## config.mk

```make
export PLATFORM = sky130hd
export DESIGN_NAME = uart_frame_deframer_crc16
export DESIGN_NICKNAME = d
export VERILOG_FILES = /design/src/hdl/udf_pkg.sv /design/src/hdl/udf_parser.sv /design/src/hdl/udf_out_buf.sv /design/src/hdl/uart_frame_deframer_crc16.sv
export SDC_FILE = /design/constraint.sdc
export NUM_CORES = 1
export LEC_CHECK = 0
export ABC_AREA = 1
export BUFFER_PORTS_ARGS = -buffer_cell sky130_fd_sc_hd__buf_2
export CORE_MARGIN = 3
export CORE_UTILIZATION = 55
export DETAILED_ROUTE_END_ITERATION = 8
export PLACE_DENSITY_LB_ADDON = 0.2
export SETUP_SLACK_MARGIN = 0.2
export SLEW_MARGIN = 10
export SYNTH_ARGS = -nofsm -noshare
export SYNTH_HDL_FRONTEND = slang
export SYNTH_SLANG_ARGS = --single-unit
```

## constraint.sdc

```tcl
create_clock -name clk_i -period 15.3 [get_ports clk_i]
set_input_delay 2.295 -clock clk_i [delete_from_list [all_inputs] [get_ports clk_i]]
set_output_delay 2.295 -clock clk_i [all_outputs]
set_load 0.05 [all_outputs]
```

## src/hdl/udf_pkg.sv

```systemverilog
// ----------------------------------------------------------------------------
// udf_pkg: shared types and constants of the frame deframer
// Phase codes, status codes, the result word and the CRC-16 byte update.
// ----------------------------------------------------------------------------
package udf_pkg;

  localparam logic [7:0]  HDR_BYTE      = 8'hE6;
  localparam logic [7:0]  TAIL_BYTE     = 8'h6E;
  localparam logic [15:0] CRC_POLY      = 16'hA001;
  localparam logic [15:0] CRC_INIT      = 16'h0000;
  localparam logic [8:0]  PAYLOAD_LIMIT = 9'd256;
  localparam logic [8:0]  MAX_PAYLOAD_RST = 9'd256;

  typedef enum logic [3:0] {
    PH_HUNT1  = 4'd0,
    PH_HUNT2  = 4'd1,
    PH_SEQ_HI = 4'd2,
    PH_SEQ_LO = 4'd3,
    PH_CMD    = 4'd4,
    PH_LEN_HI = 4'd5,
    PH_LEN_LO = 4'd6,
    PH_DATA   = 4'd7,
    PH_CHK_HI = 4'd8,
    PH_CHK_LO = 4'd9,
    PH_TAIL1  = 4'd10,
    PH_TAIL2  = 4'd11
  } phase_e;

  typedef enum logic [1:0] {
    ST_VALID   = 2'd0,
    ST_CRC_ERR = 2'd1,
    ST_TAIL_ERR = 2'd2,
    ST_LEN_ERR = 2'd3
  } status_e;

  typedef enum logic {
    KIND_PAYLOAD = 1'b0,
    KIND_REPORT  = 1'b1
  } kind_e;

  typedef struct packed {
    kind_e       kind;
    logic [7:0]  data_byte;
    status_e     status;
    logic [15:0] seq_num;
    logic [7:0]  command;
    logic [15:0] payload_len;
  } result_t;

  // Reflected CRC-16 update over one byte, LSB first.
  function automatic logic [15:0] crc16_byte(logic [15:0] crc, logic [7:0] b);
    logic [15:0] c;
    c = crc ^ {8'h00, b};
    for (int k = 0; k < 8; k++) begin
      c = c[0] ? ((c >> 1) ^ CRC_POLY) : (c >> 1);
    end
    return c;
  endfunction

endpackage

```

## src/hdl/udf_parser.sv

```systemverilog
// ----------------------------------------------------------------------------
// udf_parser: frame state machine and CRC accumulator
// Consumes one received byte per accepted word and produces at most one
// result word combinationally from the current state and that byte.
// ----------------------------------------------------------------------------
module udf_parser (
  input  logic             clk_i,
  input  logic             rst_ni,
  input  logic             cfg_we_i,
  input  logic [8:0]       cfg_wdata_i,
  input  logic             byte_vld_i,
  input  logic [7:0]       byte_i,
  output logic             res_vld_o,
  output udf_pkg::result_t res_o
);

  udf_pkg::phase_e phase_q, phase_d;
  logic [15:0] seq_q, seq_d;
  logic [7:0]  cmd_q, cmd_d;
  logic [15:0] len_q, len_d;
  logic [8:0]  count_q, count_d;
  logic [15:0] crc_q, crc_d;
  logic [15:0] chk_q, chk_d;
  logic        tail_bad_q, tail_bad_d;
  logic [8:0]  max_q;
  logic [8:0]  limit;
  logic [15:0] crc_upd;
  logic [15:0] len_new;
  logic        tail_bad_fin;

  assign crc_upd = udf_pkg::crc16_byte(crc_q, byte_i);
  assign len_new = {len_q[15:8], byte_i};
  assign limit   = (max_q > udf_pkg::PAYLOAD_LIMIT) ? udf_pkg::PAYLOAD_LIMIT : max_q;
  assign tail_bad_fin = tail_bad_q | (byte_i != udf_pkg::TAIL_BYTE);

  always_comb begin
    phase_d    = phase_q;
    seq_d      = seq_q;
    cmd_d      = cmd_q;
    len_d      = len_q;
    count_d    = count_q;
    crc_d      = crc_q;
    chk_d      = chk_q;
    tail_bad_d = tail_bad_q;
    res_vld_o  = 1'b0;
    res_o.kind        = udf_pkg::KIND_REPORT;
    res_o.data_byte   = 8'h00;
    res_o.status      = udf_pkg::ST_VALID;
    res_o.seq_num     = seq_q;
    res_o.command     = cmd_q;
    res_o.payload_len = len_q;

    case (phase_q)
      udf_pkg::PH_HUNT1: begin
        if (byte_i == udf_pkg::HDR_BYTE) begin
          phase_d = udf_pkg::PH_HUNT2;
        end
      end
      udf_pkg::PH_HUNT2: begin
        // a broken header byte is dropped, not rescanned
        phase_d    = (byte_i == udf_pkg::HDR_BYTE) ? udf_pkg::PH_SEQ_HI : udf_pkg::PH_HUNT1;
        crc_d      = udf_pkg::CRC_INIT;
        tail_bad_d = 1'b0;
      end
      udf_pkg::PH_SEQ_HI: begin
        crc_d   = crc_upd;
        seq_d   = {byte_i, 8'h00};
        phase_d = udf_pkg::PH_SEQ_LO;
      end
      udf_pkg::PH_SEQ_LO: begin
        crc_d   = crc_upd;
        seq_d   = {seq_q[15:8], byte_i};
        phase_d = udf_pkg::PH_CMD;
      end
      udf_pkg::PH_CMD: begin
        crc_d   = crc_upd;
        cmd_d   = byte_i;
        phase_d = udf_pkg::PH_LEN_HI;
      end
      udf_pkg::PH_LEN_HI: begin
        crc_d   = crc_upd;
        len_d   = {byte_i, 8'h00};
        phase_d = udf_pkg::PH_LEN_LO;
      end
      udf_pkg::PH_LEN_LO: begin
        crc_d = crc_upd;
        len_d = len_new;
        if (len_new > {7'd0, limit}) begin
          phase_d           = udf_pkg::PH_HUNT1;
          res_vld_o         = 1'b1;
          res_o.status      = udf_pkg::ST_LEN_ERR;
          res_o.payload_len = len_new;
        end else begin
          count_d = len_new[8:0];
          phase_d = (len_new == 16'd0) ? udf_pkg::PH_CHK_HI : udf_pkg::PH_DATA;
        end
      end
      udf_pkg::PH_DATA: begin
        crc_d   = crc_upd;
        count_d = count_q - 9'd1;
        if (count_q == 9'd1) begin
          phase_d = udf_pkg::PH_CHK_HI;
        end
        res_vld_o       = 1'b1;
        res_o.kind      = udf_pkg::KIND_PAYLOAD;
        res_o.data_byte = byte_i;
      end
      udf_pkg::PH_CHK_HI: begin
        chk_d   = {byte_i, 8'h00};
        phase_d = udf_pkg::PH_CHK_LO;
      end
      udf_pkg::PH_CHK_LO: begin
        chk_d   = {chk_q[15:8], byte_i};
        phase_d = udf_pkg::PH_TAIL1;
      end
      udf_pkg::PH_TAIL1: begin
        tail_bad_d = (byte_i != udf_pkg::TAIL_BYTE);
        phase_d    = udf_pkg::PH_TAIL2;
      end
      udf_pkg::PH_TAIL2: begin
        tail_bad_d = tail_bad_fin;
        phase_d    = udf_pkg::PH_HUNT1;
        res_vld_o  = 1'b1;
        // tail error wins over checksum error
        if (tail_bad_fin) begin
          res_o.status = udf_pkg::ST_TAIL_ERR;
        end else if (~crc_q != chk_q) begin
          res_o.status = udf_pkg::ST_CRC_ERR;
        end else begin
          res_o.status = udf_pkg::ST_VALID;
        end
      end
      default: begin
        phase_d = udf_pkg::PH_HUNT1;
      end
    endcase
  end

  always_ff @(posedge clk_i or negedge rst_ni) begin
    if (!rst_ni) begin
      phase_q    <= udf_pkg::PH_HUNT1;
      seq_q      <= 16'h0000;
      cmd_q      <= 8'h00;
      len_q      <= 16'h0000;
      count_q    <= 9'd0;
      crc_q      <= udf_pkg::CRC_INIT;
      chk_q      <= 16'h0000;
      tail_bad_q <= 1'b0;
    end else if (byte_vld_i) begin
      phase_q    <= phase_d;
      seq_q      <= seq_d;
      cmd_q      <= cmd_d;
      len_q      <= len_d;
      count_q    <= count_d;
      crc_q      <= crc_d;
      chk_q      <= chk_d;
      tail_bad_q <= tail_bad_d;
    end
  end

  always_ff @(posedge clk_i or negedge rst_ni) begin
    if (!rst_ni) begin
      max_q <= udf_pkg::MAX_PAYLOAD_RST;
    end else if (cfg_we_i) begin
      max_q <= cfg_wdata_i;
    end
  end

  a_data_count_nonzero: assert property (@(posedge clk_i) disable iff (!rst_ni)
    (phase_q == udf_pkg::PH_DATA) |-> (count_q != 9'd0))
    else $error("payload phase with no bytes due");

  a_count_bounded: assert property (@(posedge clk_i) disable iff (!rst_ni)
    (count_q <= udf_pkg::PAYLOAD_LIMIT))
    else $error("payload count above limit");

  a_data_leaves_to_check: assert property (@(posedge clk_i) disable iff (!rst_ni)
    (byte_vld_i && (phase_q == udf_pkg::PH_DATA) && (count_q == 9'd1))
      |=> (phase_q == udf_pkg::PH_CHK_HI))
    else $error("last payload byte did not move to check phase");

endmodule

```

## src/hdl/udf_out_buf.sv

```systemverilog
// ----------------------------------------------------------------------------
// udf_out_buf: output register with skid stage
// Holds result words for the master side; takes a new word while the
// output register still waits on the receiver.
// ----------------------------------------------------------------------------
module udf_out_buf (
  input  logic             clk_i,
  input  logic             rst_ni,
  input  logic             push_i,
  input  udf_pkg::result_t push_data_i,
  output logic             ready_o,
  output logic             out_vld_o,
  output udf_pkg::result_t out_data_o,
  input  logic             out_rdy_i
);

  logic             out_vld_q;
  logic             skid_vld_q;
  udf_pkg::result_t out_q;
  udf_pkg::result_t skid_q;
  logic             pop;

  assign pop        = out_vld_q & out_rdy_i;
  assign ready_o    = ~skid_vld_q;
  assign out_vld_o  = out_vld_q;
  assign out_data_o = out_q;

  always_ff @(posedge clk_i or negedge rst_ni) begin
    if (!rst_ni) begin
      out_vld_q  <= 1'b0;
      skid_vld_q <= 1'b0;
    end else if (!out_vld_q || pop) begin
      if (skid_vld_q) begin
        out_vld_q  <= 1'b1;
        skid_vld_q <= 1'b0;
      end else begin
        out_vld_q <= push_i;
      end
    end else if (push_i) begin
      skid_vld_q <= 1'b1;
    end
  end

  // payload registers, no reset
  always_ff @(posedge clk_i) begin
    if (!out_vld_q || pop) begin
      if (skid_vld_q) begin
        out_q <= skid_q;
      end else if (push_i) begin
        out_q <= push_data_i;
      end
    end else if (push_i) begin
      skid_q <= push_data_i;
    end
  end

  a_skid_implies_out: assert property (@(posedge clk_i) disable iff (!rst_ni)
    skid_vld_q |-> out_vld_q)
    else $error("skid holds a word while output is empty");

  a_no_push_when_full: assert property (@(posedge clk_i) disable iff (!rst_ni)
    skid_vld_q |-> !push_i)
    else $error("word pushed into full buffer");

  a_skid_drains: assert property (@(posedge clk_i) disable iff (!rst_ni)
    (skid_vld_q && out_rdy_i) |=> (!skid_vld_q && out_vld_q))
    else $error("skid word not moved to output");

endmodule

```

## src/hdl/uart_frame_deframer_crc16.sv

```systemverilog
// ----------------------------------------------------------------------------
// uart_frame_deframer_crc16: framed byte-stream parser with CRC-16 check
// Top level: frame state machine followed by an output buffer.
// ----------------------------------------------------------------------------
// Usage:
//   Slave side takes one received byte per word (s_axis_tdata_i[7:0]).
//   Frames are E6 E6, seq (2, big-endian), command, length (2), payload,
//   CRC-16 (2, big-endian), 6E 6E. Each payload byte comes out on the
//   master side with tuser = 0; one report word with tuser = 1 closes the
//   frame, or follows the length bytes at once when the length is above
//   max_payload (capped at 256).
//   Throughput: one byte per cycle while s_axis_tready_o is high; the CRC byte update and the state
//   machine step both fit in the cycle that accepts the byte.
//   Output: a result word is registered in the output register, or in the
//   skid stage while the output register still waits on the receiver.
//   Stall: the output register plus a skid stage hold up to two words;
//   s_axis_tready_o drops only while the skid stage is occupied.
//   Reset: hunting for the first header byte, max_payload = 256, output
//   empty. Write max_payload through cfg_we_i / cfg_wdata_i while idle.
// ----------------------------------------------------------------------------
module uart_frame_deframer_crc16 (
  input  logic        clk_i,
  input  logic        rst_ni,
  input  logic        cfg_we_i,
  input  logic [8:0]  cfg_wdata_i,     // max_payload
  input  logic        s_axis_tvalid_i,
  output logic        s_axis_tready_o,
  input  logic [7:0]  s_axis_tdata_i,  // [7:0] rx_byte
  output logic        m_axis_tvalid_o,
  input  logic        m_axis_tready_i,
  // [7:0] data_byte, [9:8] status, [25:10] seq_num, [33:26] command,
  // [49:34] payload_len, [55:50] zero
  output logic [55:0] m_axis_tdata_o,
  output logic        m_axis_tuser_o   // [0] kind
);

  logic             in_acc;
  logic             res_vld;
  udf_pkg::result_t res;
  udf_pkg::result_t out_word;

  assign in_acc = s_axis_tvalid_i & s_axis_tready_o;

  udf_parser u_parser (
    .clk_i       (clk_i),
    .rst_ni      (rst_ni),
    .cfg_we_i    (cfg_we_i),
    .cfg_wdata_i (cfg_wdata_i),
    .byte_vld_i  (in_acc),
    .byte_i      (s_axis_tdata_i),
    .res_vld_o   (res_vld),
    .res_o       (res)
  );

  udf_out_buf u_out_buf (
    .clk_i       (clk_i),
    .rst_ni      (rst_ni),
    .push_i      (in_acc & res_vld),
    .push_data_i (res),
    .ready_o     (s_axis_tready_o),
    .out_vld_o   (m_axis_tvalid_o),
    .out_data_o  (out_word),
    .out_rdy_i   (m_axis_tready_i)
  );

  assign m_axis_tuser_o = out_word.kind;
  assign m_axis_tdata_o = {6'd0, out_word.payload_len, out_word.command,
                           out_word.seq_num, out_word.status, out_word.data_byte};

endmodule

```

==> results of run 1 <==
## registers in the layout, indices dropped and copies added (netlist names)
name and count:
u_out_buf.skid_vld_q 1, u_out_buf.out_data_o 51, u_parser.len_q 16, u_parser.cmd_q 8, u_parser.seq_q 16, u_parser.max_q 9
u_parser.count_q 9, u_out_buf.skid_q 51, u_parser.crc_q 16, u_out_buf.out_vld_o 1, u_parser.phase_q 4, u_parser.chk_q 16
u_parser.tail_bad_q 1
## worst min-delay path by stage
| stage | from | to | slack, ns | cells after the start |
|---|---|---|---|---|
| 2_1_floorplan | u_parser.len_q[10]$_DFFE_PN0P_ | u_out_buf.skid_q[10]$_DFFE_PP_ | 0.42 | 0 |
| 3_3_place_gp | u_parser.seq_q[3]$_DFFE_PN0P_ | u_out_buf.skid_q[27]$_DFFE_PP_ | 0.43 | 0 |
| 3_5_place_dp | u_parser.len_q[14]$_DFFE_PN0P_ | u_out_buf.skid_q[14]$_DFFE_PP_ | 0.43 | 0 |
| 4_1_cts | u_parser.seq_q[12]$_DFFE_PN0P_ | u_out_buf.skid_q[36]$_DFFE_PP_ | 0.45 | 0 |
| 5_1_grt | u_parser.seq_q[8]$_DFFE_PN0P_ | u_out_buf.skid_q[32]$_DFFE_PP_ | 0.46 | 0 |
| 6_report | u_parser.seq_q[8]$_DFFE_PN0P_ | u_out_buf.skid_q[32]$_DFFE_PP_ | 0.45 | 0 |
## cell type report
type | instances | area share, %
timing repair buffer | 78 | 4.04
inverter | 95 | 3.68
clock buffer | 20 | 4.48
multi-input combinational | 572 | 28.9
sequential | 199 | 55.1
tap | 211 | 2.65
clock inverter | 12 | 1.19
## metal layers
metal | track usage, % | vias to the layer above | share of wire (%)
met5 | 0 | - | 0
met4 | 7.66 | 0 | 2.0
met3 | 4.80 | 26 | 6.8
met2 | 34.8 | 227 | 46
met1 | 33.1 | 3031 | 45
li1 | - | 3126 | -
## logic make-up after synthesis
group	count (synthesis)	synth area share (%)
mux	7	0.883
compound gates	160	9.81
buf+inv	133	6.67
other cells	1	0.0420
fa+ha+maj	11	1.54
flops	199	61.5
xor+xnor	23	2.26
simple gates	365	17.3
## per-stage QoR
step	cells	cell area, um^2	hold slack, ns	worst slack, ns	utilization [%]
2_1_floorplan	904	8950	0.425	8.86	-
3_3_place_gp	1155	9410	0.426	10.01	60.5
3_5_place_dp	1155	9410	0.430	9.95	60.5
4_1_cts	1187	9970	0.447	10.38	64.2
5_1_grt	1187	9970	0.456	10.10	64.2
6_report	1187	9970	0.447	10.38	64.2
## synth_stat cells (all sizes together) (5+ instances only)
| library cell | n | share of area [%] |
|---|---|---|
| mux2 | 7 | 0.88 |
| nor3 | 6 | 0.45 |
| xnor2 | 18 | 1.8 |
| ha | 11 | 1.5 |
| edfxtp | 102 | 34 |
| nor4 | 8 | 0.56 |
| o21ai | 119 | 6.9 |
| xor2 | 5 | 0.49 |
| buf | 25 | 2.0 |
| inv | 95 | 4.1 |
| clkbuf | 13 | 0.55 |
| nand4 | 6 | 0.42 |
| o31ai | 9 | 0.76 |
| nand2 | 241 | 10 |
| nor2 | 50 | 2.5 |
| nand3 | 50 | 2.9 |
| a21oi | 11 | 0.62 |
| dfrtp | 96 | 27 |
| o22ai | 17 | 1.2 |
## power groups by stage
stage / sequential (mW) / combinational [mW] / clock [mW]
after floorplan: 0.762 / 0.290 / 0
after global routing: 0.777 / 0.446 / 0.463
after CTS: 0.763 / 0.391 / 0.442
after global placement: 0.770 / 0.380 / 0
after detailed placement: 0.773 / 0.387 / 0
final: 0.764 / 0.393 / 0.436
==> flow_summary.json, run 1 <==
{
  "crit_path_cell_trace": "buf_2 > inv_4 > ha_1 > inv_1 > a21oi_1 > o21ai_0 > nand2_1 > nand2_1 > nand2_1 > nand3_1 > nand3_2 > nand2_1 > nand2_2 > nor2_4 > buf_4",
  "grt.total_usage_pct": 22.8,
  "viasPerCell": 5.40,
  "power_mw": 1.59,
  "ant_nets": 0,
  "cts-root-buf": "clkbuf_16",
  "via_count": 6410,
  "crit_type": "input pin to register",
  "cts-htree-levels": 4,
  "synth_edf_count": 102,
  "die_y_um": 133,
  "finalNetCount": 996,
  "routed_wirelength_mm": 19.7,
  "grt_max_degree": 85,
  "postCtsSetupBuffers": 0,
  "power_switching_mw": 0.538,
  "setup_viol": 0,
  "first_pass_iters": 5,
  "max_stage_delay_ns": 0.56,
  "worstMarginPinSlew_ns": 0.787,
  "hold_buffers": 0,
  "hpwl_mm": 13.5,
  "grt_pass1_wl_mm": 31.8,
  "setup-tns-final_ns": 0,
  "antenna_cells": 0,
  "worst_ep_required_time_ns": 15.40,
  "drt_iter0_drc": 406,
  "final_cell_mix": "238 x nand2_1, 102 x edfxtp_1, 95 x dfrtp_1",
  "rr_startpoint": "u_parser.max_q[4]$_DFFE_PN0P_",
  "place.gp.congestion": 0.881,
  "seqCellArea_mm2": 0.00549,
  "path_delay_family": "simple AND/OR/NAND/NOR gates",
  "drive_gt1_share_pct": 16.4,
  "nFillCells": 1291,
  "synth_flop_cell": "edfxtp_1",
  "p_sw_share_pct": 33.8,
  "endpoint_kind": "register",
  "synthArstFlopShare_pct": 48.7,
  "post_cts_resize_count": 0,
  "cts_buffers": 17,
  "r2r_slack_ns": 11.42,
  "cp.depth": 15,
  "layout_commonest_cell": "nand2_1",
  "timing.final.crit_period_ns": 4.92,
  "cp-endpoint": "u_out_buf.skid_q[1]$_DFFE_PP_",
  "dieArea_mm2": 0.0178,
  "power_frac_seq_pct": 48.0,
  "crit_start": "s_axis_tdata_i[0]",
  "critPathMostFrequentCell": "nand2_1",
  "min_path_type": "register to register",
  "cp_max_fo": 29,
  "netlist_area_mm2": 0.00893,
  "synthCells": 899,
  "rsz0062_at_grt": "false",
  "hold_violations": 0,
  "ys_ff_latch": 199,
  "drc": 0,
  "syn_area_per_cell_um2": 9.93,
  "cap_violations": 0,
  "clock_latency_ns": 0.44,
  "slew_viol_final": 0,
  "grt_overflow": 0,
  "startpoint_type": "input pin",
  "cts.sinks": 199,
  "cts_max_path_buffers": 2,
  "crit_buf_inv": 4,
  "portBuffers": 74,
  "cp.arrival_ns": 5.02,
  "initial_core_util_pct": 57.5,
  "slowest_stage": "nor2_4",
  "power.clock.fraction_pct": 27.4,
  "peakVddDrop_uv": 92.8,
  "yosysWarnings": 0,
  "yosys.cell_types.count": 40,
  "power.share.combinational_pct": 24.7,
  "timing.final.crit_share_pct": 32.2,
  "intPower_mw": 1.06,
  "coreArea_mm2": 0.0155,
  "clkTransAtPathRegs_ns": 0.07,
  "fmax_ghz": 0.203,
  "status": "finished, final reports clean",
  "p_leak_nw": 4.27,
  "reg2reg_to": "u_out_buf.skid_q[1]$_DFFE_PP_",
  "multi_input_area_mm2": 0.00288,
  "wire_per_inst_um": 16.6,
  "top_level_ports": 81,
  "maxSlewHeadroom_pct": 47.6,
  "die_w_um": 133,
  "power.density_mw_per_mm2": 160,
  "fin_skew_ns": 0.00675,
  "cts_tree": "done",
  "rows": 45,
  "grt_pass1_vias": 5949,
  "area_delta_synth_final_pct": 11.7,
  "antenna_found_initial": 0,
  "r2r_cells": 16,
  "yosysSeqAreaShare_pct": 61.5
}
No activity file was read; power rests on OpenSTA's default activity.
==> inputs of run 2 (changes only) <==
CORE_UTILIZATION = 54   (was 55)
clock period = 4.3 ns   (was 15.3 ns; I/O delays follow)
==> flow_summary.json, run 2 (synthesis results as in run 1) <==
{
  "worst_slack_ns": 1.12,
  "r2r_slack_ns": 1.12,
  "via_count": 6366,
  "r2r_cells": 16,
  "die_w_um": 135,
  "wl_met3_mm": 1.04,
  "grt.total_usage_pct": 21.9,
  "wl_met2_mm": 8.84,
  "cts_buffers": 17,
  "p_leak_nw": 4.27,
  "drt_iter0_drc": 514,
  "final_cell_mix": "238 x nand2_1, 102 x edfxtp_1, 95 x dfrtp_1",
  "peakVddDrop_uv": 323,
  "slew_viol_final": 0,
  "rows": 46,
  "nFillCells": 1359,
  "place.gp.congestion": 0.874,
  "cts_max_path_buffers": 2,
  "die_y_um": 135,
  "setup-tns-final_ns": 0,
  "post_cts_resize_count": 0,
  "layout_commonest_cell": "nand2_1",
  "maxSlewHeadroom_pct": 32.7,
  "highest_layer": "met4",
  "fmax_ghz": 0.314,
  "coreArea_mm2": 0.0161,
  "crit_path_cell_trace": "nor4_1 > a21oi_1 > inv_1 > nand2_1 > ha_1 > nand2_1 > o21ai_0 > nand2_1 > nand2_1 > nand2_1 > nand3_1 > nand3_2 > nand2_1 > nand2_2 > a21oi_4 > buf_4",
  "crit_type": "register to register",
  "first_pass_iters": 5,
  "cts-htree-levels": 4,
  "clkTransAtPathRegs_ns": 0.07,
  "setup_viol": 0,
  "rr_startpoint": "u_parser.max_q[4]$_DFFE_PN0P_",
  "power.density_mw_per_mm2": 559,
  "rsz0062_at_grt": "false",
  "dieArea_mm2": 0.0181,
  "timing.final.crit_share_pct": 74.0,
  "hpwl_mm": 12.7,
  "cap_violations": 0,
  "startpoint_type": "register",
  "critPathMostFrequentCell": "nand2_1",
  "pre_cts_slack_ns": 1.10,
  "routed_wirelength_mm": 18.9,
  "postCtsSetupBuffers": 0,
  "portBuffers": 74,
  "max_stage_delay_ns": 0.50,
  "area_delta_synth_final_pct": 11.9,
  "worst_ep_required_time_ns": 4.37,
  "min_path_type": "input pin to asynchronous set/reset pin",
  "placedCellCount": 1161,
  "timing.final.crit_period_ns": 3.18,
  "wire_per_inst_um": 15.8,
  "postLayoutCoreUtil_pct": 62.2,
  "grt_pass1_wl_mm": 30.7,
  "grt_overflow": 0,
  "fin_skew_ns": 0.0100,
  "drive_gt1_share_pct": 16.6,
  "hold_violations": 0,
  "antenna_cells": 0,
  "grt_pass1_vias": 5866,
  "final_cell_count_no_fill": 1193,
  "hold_buffers": 0,
  "worstMarginPinSlew_ns": 1.01,
  "endpoint_kind": "register",
  "cts-root-buf": "clkbuf_16",
  "clock_latency_ns": 0.44,
  "grt_max_degree": 84,
  "drc": 0,
  "cp_max_fo": 51,
  "slowest_stage": "buf_4",
  "reg2reg_to": "u_out_buf.out_data_o[8]$_DFFE_PP_",
  "finalNetCount": 997,
  "ant_nets": 0,
  "cts.sinks": 199,
  "status": "finished, final reports clean",
  "cts_tree": "done",
  "viasPerCell": 5.34,
  "antenna_found_initial": 0,
  "initial_core_util_pct": 55.6,
  "met1Wirelength_mm": 8.52,
  "cp.arrival_ns": 3.26,
  "top_level_ports": 81
}
## run 2: cell count changes in the layout (fill, tap and decap cells not counted)
cell        before  now
clkinv_4         2    4
buf_12           0    1
bufinv_16        1    0
clkbuf_1         2    1
clkinv_2         3    2
clkinv_8         0    1
clkinvlp_4       1    2
inv_6            3    2
## run 2: cell type report
cell class	instances	area [um^2]	area share (%)
sequential	199	5490	55.0
multi-input combinational	572	2880	28.8
clock buffer	19	443	4.43
timing repair buffer	79	423	4.23
inverter	95	367	3.67
tap	216	270	2.70
clock inverter	13	116	1.16
## run 2: critical path, delay by kind of cell (launching register included)
kind	cells	cell delay [ns]
buffers and inverters	2	0.66
flip-flops	1	0.39
AO/OA/AOI/OAI	3	0.41
AND/OR/NAND/NOR	10	0.99
adder cells (fa/ha/maj)	1	0.30
## run 2: metrics by stage
stage               cell area [um^2]  hold slack, ns  total power, mW
finish                          9990           0.381             5.59
global route                    9990           0.427             5.95
CTS                             9990           0.408             5.60
detailed placement              9430           0.430             4.11
global placement                9430           0.425             4.07
floorplan                       8950           0.349             3.74
## run 2: where the power goes
group          internal (mW)  switching, mW
Sequential              2.45          0.271
Combinational          0.477          0.893
Clock                  0.772          0.725
## run 2: worst max-delay path by stage
stage | start | endpoint | slack [ns] | cells past startpoint
after floorplan | u_parser.max_q[4]$_DFFE_PN0P_ | u_out_buf.out_data_o[0]$_DFFE_PP_ | 0.33 | 16
after global placement | u_parser.max_q[4]$_DFFE_PN0P_ | u_out_buf.out_data_o[32]$_DFFE_PP_ | 1.12 | 16
after detailed placement | u_parser.max_q[4]$_DFFE_PN0P_ | u_out_buf.out_data_o[32]$_DFFE_PP_ | 1.10 | 16
after CTS | u_parser.max_q[4]$_DFFE_PN0P_ | u_out_buf.out_data_o[3]$_DFFE_PP_ | 1.08 | 16
after global routing | u_parser.max_q[4]$_DFFE_PN0P_ | u_out_buf.out_data_o[37]$_DFFE_PP_ | 0.74 | 16
final | u_parser.max_q[4]$_DFFE_PN0P_ | u_out_buf.out_data_o[8]$_DFFE_PP_ | 1.12 | 16
## run 2: layer usage
metal,vias to the layer above,global-route usage (%)
li1,3140,-
met5,-,0
met1,2984,30.5
met3,37,4.10
met4,0,8.65
met2,205,34.4
